<file path="src/rtl/core/rtos_tick_delay_slice_unit_defines.svh">
// ----------------------------------------------------------------------------
// RTOS tick unit assertion macros
// Concurrent assertion wrappers; defining ASSERT_OFF turns them into nothing.
// ----------------------------------------------------------------------------
`ifndef RTOS_TICK_DELAY_SLICE_UNIT_DEFINES_SVH
`define RTOS_TICK_DELAY_SLICE_UNIT_DEFINES_SVH

`ifndef ASSERT_OFF
`define RTDS_ASSERT(lbl, clk, rstn, prop) \
  lbl: assert property (@(posedge clk) disable iff (!rstn) (prop)) \
    else $error("rtds assertion failed");
`define RTDS_ASSERT_IMPL(lbl, clk, rstn, ante, cons) \
  lbl: assert property (@(posedge clk) disable iff (!rstn) (ante) |-> (cons)) \
    else $error("rtds implication failed");
`define RTDS_ASSERT_NEXT(lbl, clk, rstn, ante, cons) \
  lbl: assert property (@(posedge clk) disable iff (!rstn) (ante) |=> (cons)) \
    else $error("rtds next-cycle check failed");
`else
`define RTDS_ASSERT(lbl, clk, rstn, prop)
`define RTDS_ASSERT_IMPL(lbl, clk, rstn, ante, cons)
`define RTDS_ASSERT_NEXT(lbl, clk, rstn, ante, cons)
`endif

`endif

</file>
<file path="src/rtl/core/rtds_pkg.sv">
// ----------------------------------------------------------------------------
// rtds_pkg
// Shared types and constants of the RTOS tick, delay and slice unit.
// ----------------------------------------------------------------------------
`default_nettype none

package rtds_pkg;

  localparam int unsigned TaskCountDefault = 16;

  localparam logic [1:0] OP_TICK   = 2'd0;
  localparam logic [1:0] OP_WRITE  = 2'd1;
  localparam logic [1:0] OP_SETRUN = 2'd2;

  typedef enum logic [1:0] {
    KIND_SWITCH  = 2'd0,
    KIND_PREEMPT = 2'd1,
    KIND_DONE    = 2'd2
  } kind_e;

  typedef enum logic [2:0] {
    ST_IDLE,
    ST_SLICE,
    ST_LEVEL,
    ST_WALK,
    ST_DONE
  } state_e;

  typedef struct packed {
    logic        delayed;
    logic [31:0] delay;
    logic [7:0]  level;
  } task_entry_t;

endpackage

`default_nettype wire

</file>
<file path="src/rtl/core/rtos_tick_delay_slice_unit.sv">
// ----------------------------------------------------------------------------
// rtos_tick_delay_slice_unit
// Kernel tick engine: run-time counter, time slice and task delay table.
//
// Usage: requests enter on in_valid_i/in_ready_o; op_i selects tick, task
// entry write or set-running-task. Results leave on out_valid_o/out_ready_i,
// one result register deep. Each request ends with one done result (last_o).
// A tick may first give a slice-expired switch result and one preempt result
// per woken task that outranks the running task, in task index order.
// A write or set-running request goes from acceptance straight to the done
// state. A tick steps through accept, slice, running-level read, a walk over
// every task entry in index order, since the task table has one read and one
// write port, and done. The unit takes no new request until the done result
// is loaded into the result register.
// A stalled receiver holds the sequencer at the next result to be loaded.
// Reset (rst_ni low, asynchronous) clears the table valid bits, so all task
// entries read as zero, plus running task, slice and run-time counter. No
// clearing pass is needed; the unit is ready as soon as reset is released.
// ----------------------------------------------------------------------------
`default_nettype none
`include "rtos_tick_delay_slice_unit_defines.svh"

module rtos_tick_delay_slice_unit #(
  parameter int unsigned TASK_COUNT = rtds_pkg::TaskCountDefault
) (
  input  wire logic        clk_i,
  input  wire logic        rst_ni,
  input  wire logic        in_valid_i,
  output logic             in_ready_o,
  input  wire logic [1:0]  op_i,
  input  wire logic [15:0] elapsed_ticks_i,
  input  wire logic        in_interrupt_i,
  input  wire logic [3:0]  task_index_i,
  input  wire logic        task_delayed_i,
  input  wire logic [31:0] task_delay_i,
  input  wire logic [7:0]  task_priority_i,
  input  wire logic [15:0] slice_length_i,
  output logic             out_valid_o,
  input  wire logic        out_ready_i,
  output logic [1:0]       kind_o,
  output logic [3:0]       task_index_res_o,
  output logic [31:0]      run_time_o,
  output logic             last_o
);

  localparam int unsigned IdxW = $clog2(TASK_COUNT);
  localparam logic [IdxW-1:0] LastIdx = IdxW'(TASK_COUNT - 1);

  rtds_pkg::state_e state_q, state_d;

  logic [IdxW-1:0] idx_q, idx_d;
  logic [IdxW-1:0] running_q, running_d;
  logic [15:0]     slice_q, slice_d;
  logic [31:0]     run_time_q, run_time_d;
  logic [15:0]     ticks_q, ticks_d;
  logic            irq_q, irq_d;
  logic [7:0]      run_level_q, run_level_d;

  logic            out_valid_q, out_valid_d;
  rtds_pkg::kind_e kind_q, kind_d;
  logic [3:0]      res_idx_q, res_idx_d;
  logic            last_q, last_d;
  logic [31:0]     res_time_q, res_time_d;

  rtds_pkg::task_entry_t mem [TASK_COUNT];
  logic [TASK_COUNT-1:0] valid_q;
  rtds_pkg::task_entry_t rd_data_q;
  logic                  rd_valid_q;
  rtds_pkg::task_entry_t rd_entry;
  logic [IdxW-1:0]       rd_addr;

  logic                  mem_we;
  logic [IdxW-1:0]       mem_waddr;
  rtds_pkg::task_entry_t mem_wdata;

  logic        slot_free;
  logic        idx_in_range;
  logic [16:0] slice_diff;
  logic [15:0] slice_sat;
  logic [32:0] delay_diff;
  logic [31:0] delay_sat;
  logic        wake;
  logic        preempt;

  assign slot_free    = !out_valid_q || out_ready_i;
  assign idx_in_range = 32'(task_index_i) < TASK_COUNT;
  assign rd_entry     = rd_valid_q ? rd_data_q : '0;

  assign slice_diff = {1'b0, slice_q} - {1'b0, ticks_q};
  assign slice_sat  = slice_diff[16] ? 16'd0 : slice_diff[15:0];
  assign delay_diff = {1'b0, rd_entry.delay} - {17'd0, ticks_q};
  assign delay_sat  = delay_diff[32] ? 32'd0 : delay_diff[31:0];
  assign wake       = rd_entry.delayed && (delay_sat == 32'd0);
  assign preempt    = wake && (rd_entry.level < run_level_q);

  always_comb begin
    state_d     = state_q;
    idx_d       = idx_q;
    running_d   = running_q;
    slice_d     = slice_q;
    run_time_d  = run_time_q;
    ticks_d     = ticks_q;
    irq_d       = irq_q;
    run_level_d = run_level_q;
    out_valid_d = out_valid_q && !out_ready_i;
    kind_d      = kind_q;
    res_idx_d   = res_idx_q;
    last_d      = last_q;
    res_time_d  = res_time_q;
    in_ready_o  = 1'b0;
    mem_we      = 1'b0;
    mem_waddr   = idx_q;
    mem_wdata   = '0;
    rd_addr     = '0;

    unique case (state_q)
      rtds_pkg::ST_IDLE: begin
        in_ready_o = 1'b1;
        if (in_valid_i) begin
          ticks_d = elapsed_ticks_i;
          irq_d   = in_interrupt_i;
          state_d = rtds_pkg::ST_DONE;
          unique case (op_i)
            rtds_pkg::OP_TICK: begin
              run_time_d = run_time_q + 32'(elapsed_ticks_i);
              state_d    = rtds_pkg::ST_SLICE;
            end
            rtds_pkg::OP_WRITE: begin
              if (idx_in_range) begin
                mem_we            = 1'b1;
                mem_waddr         = IdxW'(task_index_i);
                mem_wdata.delayed = task_delayed_i;
                mem_wdata.delay   = task_delay_i;
                mem_wdata.level   = task_priority_i;
              end
            end
            rtds_pkg::OP_SETRUN: begin
              if (idx_in_range) begin
                running_d = IdxW'(task_index_i);
                slice_d   = slice_length_i;
              end
            end
            default: begin
            end
          endcase
        end
      end

      rtds_pkg::ST_SLICE: begin
        rd_addr = running_q;
        if (slice_q != 16'd0 && !irq_q) begin
          if (slice_sat == 16'd0) begin
            if (slot_free) begin
              out_valid_d = 1'b1;
              kind_d      = rtds_pkg::KIND_SWITCH;
              res_idx_d   = 4'd0;
              last_d      = 1'b0;
              res_time_d  = run_time_q;
              slice_d     = 16'd0;
              state_d     = rtds_pkg::ST_LEVEL;
            end
          end else begin
            slice_d = slice_sat;
            state_d = rtds_pkg::ST_LEVEL;
          end
        end else begin
          state_d = rtds_pkg::ST_LEVEL;
        end
      end

      rtds_pkg::ST_LEVEL: begin
        run_level_d = rd_entry.level;
        idx_d       = '0;
        rd_addr     = '0;
        state_d     = rtds_pkg::ST_WALK;
      end

      rtds_pkg::ST_WALK: begin
        rd_addr = idx_q;
        if (!preempt || slot_free) begin
          if (rd_entry.delayed) begin
            mem_we            = 1'b1;
            mem_waddr         = idx_q;
            mem_wdata.delayed = !wake;
            mem_wdata.delay   = delay_sat;
            mem_wdata.level   = rd_entry.level;
          end
          if (preempt) begin
            out_valid_d = 1'b1;
            kind_d      = rtds_pkg::KIND_PREEMPT;
            res_idx_d   = 4'(idx_q);
            last_d      = 1'b0;
            res_time_d  = run_time_q;
          end
          if (idx_q == LastIdx) begin
            rd_addr = '0;
            state_d = rtds_pkg::ST_DONE;
          end else begin
            rd_addr = idx_q + 1'b1;
            idx_d   = idx_q + 1'b1;
          end
        end
      end

      rtds_pkg::ST_DONE: begin
        if (slot_free) begin
          out_valid_d = 1'b1;
          kind_d      = rtds_pkg::KIND_DONE;
          res_idx_d   = 4'd0;
          last_d      = 1'b1;
          res_time_d  = run_time_q;
          state_d     = rtds_pkg::ST_IDLE;
        end
      end

      default: begin
        state_d = rtds_pkg::ST_IDLE;
      end
    endcase
  end

  always_ff @(posedge clk_i or negedge rst_ni) begin
    if (!rst_ni) begin
      state_q     <= rtds_pkg::ST_IDLE;
      idx_q       <= '0;
      running_q   <= '0;
      slice_q     <= '0;
      run_time_q  <= '0;
      out_valid_q <= 1'b0;
      valid_q     <= '0;
      rd_valid_q  <= 1'b0;
    end else begin
      state_q     <= state_d;
      idx_q       <= idx_d;
      running_q   <= running_d;
      slice_q     <= slice_d;
      run_time_q  <= run_time_d;
      out_valid_q <= out_valid_d;
      rd_valid_q  <= valid_q[rd_addr];
      if (mem_we) begin
        valid_q[mem_waddr] <= 1'b1;
      end
    end
  end

  always_ff @(posedge clk_i) begin
    ticks_q     <= ticks_d;
    irq_q       <= irq_d;
    run_level_q <= run_level_d;
    kind_q      <= kind_d;
    res_idx_q   <= res_idx_d;
    last_q      <= last_d;
    res_time_q  <= res_time_d;
  end

  always_ff @(posedge clk_i) begin
    if (mem_we) begin
      mem[mem_waddr] <= mem_wdata;
    end
    rd_data_q <= mem[rd_addr];
  end

  assign out_valid_o      = out_valid_q;
  assign kind_o           = kind_q;
  assign task_index_res_o = res_idx_q;
  assign run_time_o       = res_time_q;
  assign last_o           = last_q;

  `RTDS_ASSERT_IMPL(a_walk_idx_bound, clk_i, rst_ni,
                    state_q == rtds_pkg::ST_WALK, idx_q <= LastIdx)
  `RTDS_ASSERT_IMPL(a_mem_we_phase, clk_i, rst_ni, mem_we,
                    state_q == rtds_pkg::ST_IDLE || state_q == rtds_pkg::ST_WALK)
  `RTDS_ASSERT_NEXT(a_slice_no_grow, clk_i, rst_ni,
                    state_q == rtds_pkg::ST_SLICE, slice_q <= $past(slice_q))
  `RTDS_ASSERT(a_last_is_done, clk_i, rst_ni,
               !out_valid_q || (last_q == (kind_q == rtds_pkg::KIND_DONE)))

endmodule

`default_nettype wire

</file>
<file path="config.mk">
export PLATFORM = sky130hd
export DESIGN_NAME = rtos_tick_delay_slice_unit
export DESIGN_NICKNAME = d
export VERILOG_FILES = /design/src/rtl/core/rtds_pkg.sv /design/src/rtl/core/rtos_tick_delay_slice_unit.sv
export VERILOG_INCLUDE_DIRS = /design/src /design/src/rtl/core
export SDC_FILE = /design/constraint.sdc
export NUM_CORES = 1
export LEC_CHECK = 0
export BUFFER_PORTS_ARGS = -buffer_cell sky130_fd_sc_hd__buf_2
export CAP_MARGIN = 20
export CORE_UTILIZATION = 50
export CTS_CLUSTER_DIAMETER = 80
export DETAILED_ROUTE_END_ITERATION = 8
export HOLD_SLACK_MARGIN = 0.06
export MAX_ROUTING_LAYER = met4
export PLACE_DENSITY = 0.67
export RECOVER_POWER = 25
export SYNTH_ARGS = -nofsm -noshare
export SYNTH_HDL_FRONTEND = slang
export SYNTH_SLANG_ARGS = --single-unit
</file>
<file path="constraint.sdc">
create_clock -name clk_i -period 11.5 [get_ports clk_i]
set_input_delay 1.725 -clock clk_i [delete_from_list [all_inputs] [get_ports clk_i]]
set_output_delay 1.725 -clock clk_i [all_outputs]
set_load 0.02 [all_outputs]
</file>
; ---- After elaboration in Yosys (flattened, before gate mapping)
; Memories as Yosys holds them, arrays and structs flattened. A register that Yosys moved wholly into a read port is not among the register bits.
; Cells that the tools add are included.
[op_classes]
add_sub_neg = 4
order_cmp = 4
eq_ne = 19
mux = 76
bitwise_logic = 1
n_reduce_logical = 28
[op_table]
columns = operator, count
row1 = $mux 41, 5
row2 = $mux 32, 6
row3 = $mux 16, 6
row4 = $pmux 32 s3, 1
row5 = $pmux 41 s2, 1
row6 = $mux 4, 12
row7 = $sub 32x16->33, 1
row8 = $add 32x16->32, 1
row9 = $logic_not 32->1, 1
row10 = $pmux 16 s2, 1
row11 = $mux 3, 8
row12 = $mux 1, 20
row13 = $ne 2x2->1 const B, 9
row14 = $sub 16x16->17, 1
row15 = $logic_not 16->1, 1
row16 = $or 16x16->16, 1
row17 = $pmux 4 s2, 2
row18 = $reduce_bool 16->1, 1
row19 = $pmux 3 s5, 1
row20 = $reduce_and 5->1, 3
row21 = $mux 2, 6
row22 = $pmux 4 s3, 1
row23 = $lt 4x5->1 const B, 2
row24 = $reduce_and 3->1, 3
row25 = 26 further kinds, 38
[word_totals]
reg_bits = 141
ram_bits = 656
wordCells = 148
mem_count = 1
[memory_table]
columns = memory, words, width, rd, rd_ports_with_merged_regs, wr, line_no
row1 = mem, 16, 41, 1, 1, 1, rtos_tick_delay_slice_unit.sv:65  ; rtds_pkg::task_entry_t mem [TASK_COUNT];

; ---- Logic depth before layout (Yosys ltp)
; Gate-level depths: netlist of run 1.
[depth]
ltp_word = 12
mapped_depth = 26
ltp_nobuf = 18

; ---- Worst setup path after synthesis of run 1
; Ideal clock, no wire load.
[synth_path]
kind = register to register
from = register rd_valid_q
to = register res_time_q[0], in the netlist run_time_o[0] (enable)
arrival_time_ns = 7.391
required_ns = 11.011
setup_slack_ns = 3.620
stages_incl_launch_ff = 21
period_less_slack_ns = 7.880
path_cell_list = dfrtp_1 > clkbuf_1 > clkbuf_1 > clkbuf_1 > clkbuf_1 > clkbuf_1 > clkbuf_1 > nand2_1 > ha_1 > fa_1 > nand2b_1 > a211oi_1 > o211ai_2 > and2_1 > xnor2_1 > a2111o_1 > nor4_2 > nand3_2 > a21oi_1 > nand2b_1 > a221oi_1
[synth_via]
elab_chain_cells = 10
[synth_lines]
columns = element, line_no
row1 = start: declaration, rtos_tick_delay_slice_unit.sv:68  ; logic rd_valid_q;
row2 = start signal: assignment, rtos_tick_delay_slice_unit.sv:239  ; rd_valid_q <= valid_q[rd_addr];
row3 = $mux 41 *, rtos_tick_delay_slice_unit.sv:87  ; assign rd_entry = rd_valid_q ? rd_data_q : '0;
row4 = $sub 32x16->33, rtos_tick_delay_slice_unit.sv:91  ; assign delay_diff = {1'b0, rd_entry.delay} - {17'd0, ticks_q};
row5 = $mux 32, rtos_tick_delay_slice_unit.sv:92  ; assign delay_sat = delay_diff[32] ? 32'd0 : delay_diff[31:0];
row6 = $logic_not 32->1, rtos_tick_delay_slice_unit.sv:93  ; assign wake = rd_entry.delayed && (delay_sat == 32'd0);
row7 = $logic_and 1x1->1, rtos_tick_delay_slice_unit.sv:93
row8 = $logic_and 1x1->1 *, rtos_tick_delay_slice_unit.sv:94  ; assign preempt = wake && (rd_entry.level < run_level_q);
row9 = $logic_not 1->1, rtos_tick_delay_slice_unit.sv:180  ; if (!preempt || slot_free) begin
row10 = $logic_or 1x1->1, rtos_tick_delay_slice_unit.sv:180
row11 = $ne 2x2->1 (no source line), -
row12 = $reduce_and 5->1 (no source line) *, -
row13 = end signal: assignment, rtos_tick_delay_slice_unit.sv:253  ; res_time_q <= res_time_d;
row14 = end: declaration, rtos_tick_delay_slice_unit.sv:63  ; logic [31:0] res_time_q, res_time_d;
; Every way passes the cells marked *; elsewhere a longest branch is shown, timed or not.
; A chain may end at the register's enable or synchronous reset.

; ---- Final worst setup path of run 1
[layout_path]
from = register rd_valid_q
to = memory mem[11][29] (netlist name) (enable)
[layout_via]
elab_chain_cells = 12
[layout_lines]
columns = element, line_no
row1 = $mux 41 *, rtos_tick_delay_slice_unit.sv:87
row2 = $sub 32x16->33, rtos_tick_delay_slice_unit.sv:91
row3 = $mux 32, rtos_tick_delay_slice_unit.sv:92
row4 = $logic_not 32->1, rtos_tick_delay_slice_unit.sv:93
row5 = $logic_and 1x1->1, rtos_tick_delay_slice_unit.sv:93
row6 = $logic_and 1x1->1, rtos_tick_delay_slice_unit.sv:94
row7 = $logic_not 1->1, rtos_tick_delay_slice_unit.sv:180
row8 = $logic_or 1x1->1, rtos_tick_delay_slice_unit.sv:180
row9 = $mux 1 *, rtos_tick_delay_slice_unit.sv:180
row10 = $pmux 1 s2 *, rtos_tick_delay_slice_unit.sv:116  ; unique case (state_q)
row11 = $mux 1 *, rtos_tick_delay_slice_unit.sv:257  ; if (mem_we) begin
row12 = $mux 1 (implied by the code) *, rtos_tick_delay_slice_unit.sv:258  ; mem[mem_waddr] <= mem_wdata;
row13 = end: declaration, rtos_tick_delay_slice_unit.sv:65
; Marked as above.

==> results of run 1 <==
-- power breakdown --
group | internal, mW | total (mW) | switching (mW) | leakage (nW)
Sequential | 3.63 | 3.85 | 0.218 | 7.96
Clock | 1.74 | 2.91 | 1.17 | 1.47
Combinational | 1.02 | 2.49 | 1.47 | 4.19
-- area by class of cell --
class,instances,area (um2),area share
sequential,837,24340,0.6098
clock buffer,110,2333,0.05846
clock inverter,50,669.4,0.01677
timing repair buffer,179,982.2,0.02461
tap,931,1165,0.02918
inverter,67,251.5,0.006301
multi-input combinational,1079,10170,0.2549
-- flip-flops by register name, summed over array words and instances (netlist names) --
name / count
idx_q: 4
irq_q: 1
kind_o: 2
mem: 656
out_valid_o: 1
rd_data_q: 41
rd_valid_q: 1
run_level_q: 8
run_time_o: 32
run_time_q: 32
running_q: 4
slice_q: 16
state_q: 3
task_index_res_o: 4
ticks_q: 16
valid_q: 16
-- worst max-delay path by stage --
stage                               end  slack (ps)  cells after the start
after floorplan           run_time_o[0]        3620                     20
after detailed placement     rd_valid_q        4540                     18
final                       mem[11][29]        3310                     17
after CTS                    rd_valid_q        4560                     18
after global routing        mem[11][37]        2830                     17
after global placement       rd_valid_q        4740                     18
-- stage by stage --
stage	hold WS (ps)	cells	setup slack, ps	utilization	area (um2)
after detailed placement	438.4	3090	4541	0.5363	36980
after floorplan	424.9	2072	3620	-	35030
final	465.6	3253	3306	0.5789	39910
after global routing	472.5	3253	2831	0.5789	39910
after global placement	441.4	3088	4738	0.5361	36960
after CTS	460.1	3250	4561	0.5799	39980
-- cell usage in the layout, fill, tap and decap left out, drive strengths merged, types with 50 or more instances in the layout --
cell type / instances
ha: 60
mux4: 168
edfxtp: 719
dfrtp: 77
a21oi: 50
buf: 110
clkbuf: 179
o21ai: 94
inv: 71
nand2: 127
nor2: 77
a22o: 61
-- cell families after synthesis --
family	synth area share
AO/OA/AOI/OAI	0.08026
XOR/XNOR	0.01125
adder cells (fa/ha/maj)	0.02315
buffers and inverters	0.01979
flip-flops	0.6948
multiplexers	0.1140
AND/OR/NAND/NOR	0.05672
-- metal layers --
metal | part of all wire | vias up | track usage
met4 | 0.024 | 0 | 0.07782
met3 | 0.076 | 134 | 0.03764
met2 | 0.49 | 859 | 0.4082
li1 | - | 8691 | -
met1 | 0.41 | 10380 | 0.3414
met5 | 0 | - | -
-- critical path, cell delays in order (launching register included) --
cell,delay [ps]
dfrtp_1,620
clkbuf_1,1550
and2_1,290
ha_1,290
and2_0,220
nand4_1,120
nor2_1,60
a21o_1,280
nor2_1,380
a32oi_1,180
and4_1,390
nand3_1,130
a211oi_1,190
nor2_1,180
clkbuf_1,880
a31oi_1,560
nor2_4,840
buf_4,620
==> qor.txt, run 1 <==
outcome: finished with violations
failing checks: max-capacitance violations, max-slew violations
Slew @ Worst Pin: 3840 ps
# diodes: 0
reg2reg end: mem[11][29]
# IOs: 125
Vias/cell: 6.169
worst rel slew slack: -1.560
Die H: 266.7 um
Min-Delay Endpoint: valid_q[1]
largest net degree at the start of global routing: 111
Worst setup EP type: register
initial antenna violation count: 0
Layout area overhead: 13.95%
commonest cells in the netlist: edfxtp_1 (719), mux4_2 (168), nand2_1 (127), o21ai_0 (87)
Top FF cell, synth: edfxtp_1
DRT iter0 DRCs: 2144
Reg2Reg Setup Slack: 3310 ps
clock root buffer: clkbuf_16
Die ar.: 71120 um2
H-tree depth: 3
Overall Power: 9.252 mW
sequential-to-total area share from yosys stat: 0.6948
WS Path Type: register to register
max_cap viols: 2
Setup TNS: 0 ps
GRT Util Overall: 0.2554
maximum VDD drop: 150.9 uV
worst-case clock buffer depth: 3
Fillers: 5214
Worst setup startpoint: rd_valid_q
Final Max Tran Viols: 114
initial core utilization: 0.5081
worst skew pair latency: 640 ps
Hold Path Class: register to register
Reg2Reg Depth: 17
number of buffers added on ports: 124
Synth Warn #: 0
Final ANT Viol Nets: 0
gr ovfl total: 0
Synth Area per Inst: 16.91 um2
FF-to-FF Start: rd_valid_q
CTS tree: built
Setup-failing EPs final: 0
Die X: 266.7 um
Pleak: 13.61 nW
cell taking the most area after synthesis: edfxtp_1
RSZ-0062 raised after global routing: no
CTS sink count: 837
WL/cell: 26.71 um
Post CTS Setup Buffer Count: 0
CTS Buf Count: 85
hpwl dp: 48700 um
EDFF count, synth: 719
Final Hold Fails: 0
first-pass GRT wire length: 128500 um
DR pass1 iterations: 5
critical path launch point type: register
post-cts gate resize count: 0
row cnt: 96
final worst-path cycle share: 0.7125
layout cells sized above 1: 0.2106
detailed-route DRC error count: 0
clk_skew: 19.75 ps
async set-reset flop share out of synthesis: 0.09200
Hold Crit Depth: 1
Clk pin slew, worst setup/hold paths: 60 ps
via count: 20070
Seq cells post-synth: 837
top-count cell post-synth: edfxtp_1
Mapped Cells: 2072
RePlAce Congestion: 0.9334
Nets: 2396
area of the mapped netlist: 35030 um2
Cell Pwr Density: 231.8 nW/um2
Crit Path Max Fanout: 49
Cell variety after synth: 82
hold buffer count at cts: 0
Synth top area share: 0.6164
CORE AREA: 68950 um2
fin crit period: 8194 ps
WP data required: 11760 ps
Area contributors post-synth: edfxtp_1 (62%), mux4_2 (11%), dfrtp_1 (5.5%), dfxtp_1 (2.3%), ha_1 (2.1%)
syn_nets: 2219
Peak Freq: 122.0 MHz
Hold Startpoint: valid_q[1]
Worst Path Arrival: 8460 ps
final wirelength: 86890 um
vias in the first global route: 20180
Power figures use the tool's default switching activity.
==> inputs of run 2 (changes only) <==
--- a/config.mk
+++ b/config.mk
@@ -13,7 +13,7 @@
 export DETAILED_ROUTE_END_ITERATION = 8
 export HOLD_SLACK_MARGIN = 0.06
 export MAX_ROUTING_LAYER = met4
-export PLACE_DENSITY = 0.67
+export PLACE_DENSITY = 0.69
 export RECOVER_POWER = 25
 export SYNTH_ARGS = -nofsm -noshare
 export SYNTH_HDL_FRONTEND = slang
==> constraint.sdc (replaced) <==
create_clock -name clk_i -period 7.5 [get_ports clk_i]
set_input_delay 1.125 -clock clk_i [delete_from_list [all_inputs] [get_ports clk_i]]
set_output_delay 1.125 -clock clk_i [all_outputs]
set_load 0.02 [all_outputs]
==> run 2 against run 1 <==
The flow still finishes with violations (max-capacitance violations, max-slew violations). Maximum frequency is 26% higher. Clock skew is 12 ps higher. Routed wire length hardly changed. Die area stayed put. Register-to-register slack worse by 2300 ps. Power is 49% higher. Combinational power is 54% higher. Hold slack worse by 13 ps. Cell area is 0.48% lower. Cell count hardly changed. Sequential share of layout area is 0.29 points higher.
==> qor.txt, run 2 (synthesis gave the netlist of run 1 again) <==
commonest non-fill, non-tap cells in the layout: edfxtp_1 (719), mux4_2 (168), nand2_1 (127)
final worst setup slack: 1023 ps (-2284 ps)
RSZ-0062 raised after global routing: no
clock root buffer: clkbuf_16
met1 wire length: 36570 um (+3.1%)
Final ANT Viol Nets: 0 (unchanged)
Clk pwr share: 0.296 (-0.019)
CORE AREA: 68950 um2 (unchanged)
DR pass1 iterations: 5 (unchanged)
via count: 20150 (+0.42%)
final worst-path cycle share: 0.8636 (+0.1511)
Layout area overhead: 13.41%
Setup TNS: 0 ps (unchanged)
H-tree depth: 3 (unchanged)
max FFs per register: 656 (unchanged)
Final Max Tran Viols: 61 (-46%)
initial core utilization: 0.5081 (unchanged)
hold buffer count at cts: 0 (unchanged)
slowest cell on the critical path: a31oi_1
Power Internal: 9.482 mW (+48%)
vias in the first global route: 19950 (-1.1%)
gr ovfl total: 0 (unchanged)
met2 wire length: 42280 um (-1.1%)
Slew @ Worst Pin: 3412 ps (-428.4 ps)
Setup-failing EPs final: 0 (unchanged)
RePlAce Congestion: 0.9499 (+1.8%)
failing checks: max-capacitance violations, max-slew violations
GRT Util Overall: 0.2546 (-0.0008465)
Post CTS Setup Buffer Count: 0 (unchanged)
critical path launch point type: register
hpwl dp: 51520 um (+5.8%)
detailed-route DRC error count: 0 (unchanged)
maximum VDD drop: 184.3 uV (+22%)
most numerous cell on the critical path: buf_4
row cnt: 96 (unchanged)
CTS Buf Count: 84 (-1.2%)
Vias/cell: 6.189 (+0.33%)
Die ar.: 71120 um2 (unchanged)
CTS tree: built
max incr delay on CP: 750 ps (-800 ps)
Sw Ratio: 0.3144 (+0.005207)
post-cts gate resize count: 0 (unchanged)
WP data required: 8000 ps (-3760 ps)
WL/cell: 26.66 um (-0.18%)
DP Worst Slack: 1426 ps (-3115 ps)
commonest non-fill, non-tap cell in the layout: edfxtp_1
Combinational Power Share: 0.277 (+0.008)
largest net degree at the start of global routing: 73 (-34%)
final wirelength: 86810 um (about the same)
DRT iter0 DRCs: 2201 (+2.7%)
max_cap viols: 1 (-1)
fin crit period: 6477 ps (-1716 ps)
WS Path Type: register to register
Nets: 2401 (+0.21%)
Clk pin slew, worst setup/hold paths: 60 ps (about the same)
Final Util: 0.5762 (-0.002758)
Die H: 266.7 um (unchanged)
worst-case clock buffer depth: 3 (unchanged)
CTS sink count: 837 (unchanged)
crit path cell chain: nand2_1 -> ha_1 -> fa_1 -> nand2b_1 -> a211oi_1 -> o21ai_0 -> a22o_1 -> nand3_1 -> o221ai_1 -> nor4_1 -> nand3_2 -> a211oi_2 -> nor2_1 -> buf_4 -> a31oi_1 -> nor2_4 -> buf_4 -> or2_2
Worst setup EP type: register
outcome: finished with violations
worst skew pair latency: 650 ps (about the same)
metal3 WL: 6366 um (-3.5%)
Cell Pwr Density: 348.1 nW/um2 (+50%)
largest registers: mem x656, rd_data_q x41
clk_skew: 31.62 ps (+11.87 ps)
layout cells sized above 1: 0.2079 (-0.002674)
switching power: 4.347 mW (+52%)
Pleak: 13.53 nW (-0.57%)
worst rel slew slack: -1.274 (+0.2856)
initial antenna violation count: 2 (+2)
Peak Freq: 154.4 MHz (+26%)
# IOs: 125 (unchanged)
Final Hold Fails: 0 (unchanged)
highest routed layer: met4
Hold Path Class: register to register
Crit Path Max Fanout: 29 (-41%)
Worst Path Arrival: 6980 ps (-1480 ps)
first-pass GRT wire length: 127800 um (-0.52%)
Reg with most FFs: mem
Buffers & Inverters on Critical Path: 2 (-1)
sequential share of power: 0.427 (+0.011)
number of buffers added on ports: 124 (unchanged)
Die X: 266.7 um (unchanged)
cell family contributing the most delay on the critical path: compound AO/OA/AOI/OAI gates
run 2: cell count changes in the layout (fill, tap and decap cells not counted), sizes merged:
cell / before / now
clkinvlp: 4 / 1
inv: 71 / 69
bufinv: 13 / 3
diode: 0 / 2
buf: 110 / 122
clkbuf: 179 / 185
clkinv: 29 / 27
run 2: worst register-to-register path: cells and delay by family, from the launching register on:
| family | cells | cell delay, ps |
|---|---|---|
| buf+inv | 2 | 630 |
| compound gates | 6 | 2640 |
| simple gates | 8 | 1900 |
| flops | 1 | 540 |
| fa+ha+maj | 2 | 650 |
run 2: layout make-up:
| cell class | count | area, um2 |
|---|---|---|
| clock buffers | 122 | 2396 |
| multi-input cells | 1079 | 10160 |
| repair buffers | 185 | 1087 |
| well taps | 931 | 1165 |
| clock inverters | 33 | 320.3 |
| flip-flops and latches | 837 | 24340 |
| inverters | 67 | 251.5 |
| diodes | 2 | 5.005 |
| fillers | 5237 | 29220 |
run 2: power by group through the flow:
stage	logic [mW]	registers [mW]	clock network, mW
after detailed placement	3.86	5.98	0
after global placement	3.78	5.98	0
after floorplan	2.77	5.94	0
after CTS	3.87	5.89	4.16
after global routing	4.16	5.94	4.33
final	3.83	5.90	4.10
run 2: worst paths after layout:
check	slack [ps]	depth (start not counted)	to	startpoint
max	1020	18	valid_q[3]	rd_valid_q
min	450	0	run_time_o[30]	run_time_q[30]
max reg2reg	1020	18	valid_q[3]	rd_valid_q
min reg2reg	450	0	run_time_o[30]	run_time_q[30]
max in group asynchronous	3120	2	valid_q[2]	rst_ni
min in group asynchronous	620	1	state_q[0]	rst_ni
run 2: metrics by stage:
| step | hold slack (ps) | instance area (um2) | std cells | total power, mW |
|---|---|---|---|---|
| after global routing | 469.2 | 39720 | 3256 | 14.42 |
| after floorplan | 424.9 | 35030 | 2072 | 8.702 |
| after global placement | 442.3 | 37070 | 3094 | 9.756 |
| after CTS | 320.7 | 39830 | 3253 | 13.92 |
| after detailed placement | 445.9 | 37110 | 3098 | 9.837 |
| final | 453.1 | 39720 | 3256 | 13.83 |
run 2: layer usage:
layer  global-route usage  up-vias
met5                    -        -
met2               0.4032      845
met1               0.3497    10500
met4              0.06555        0
li1                     -     8687
met3              0.03589      119
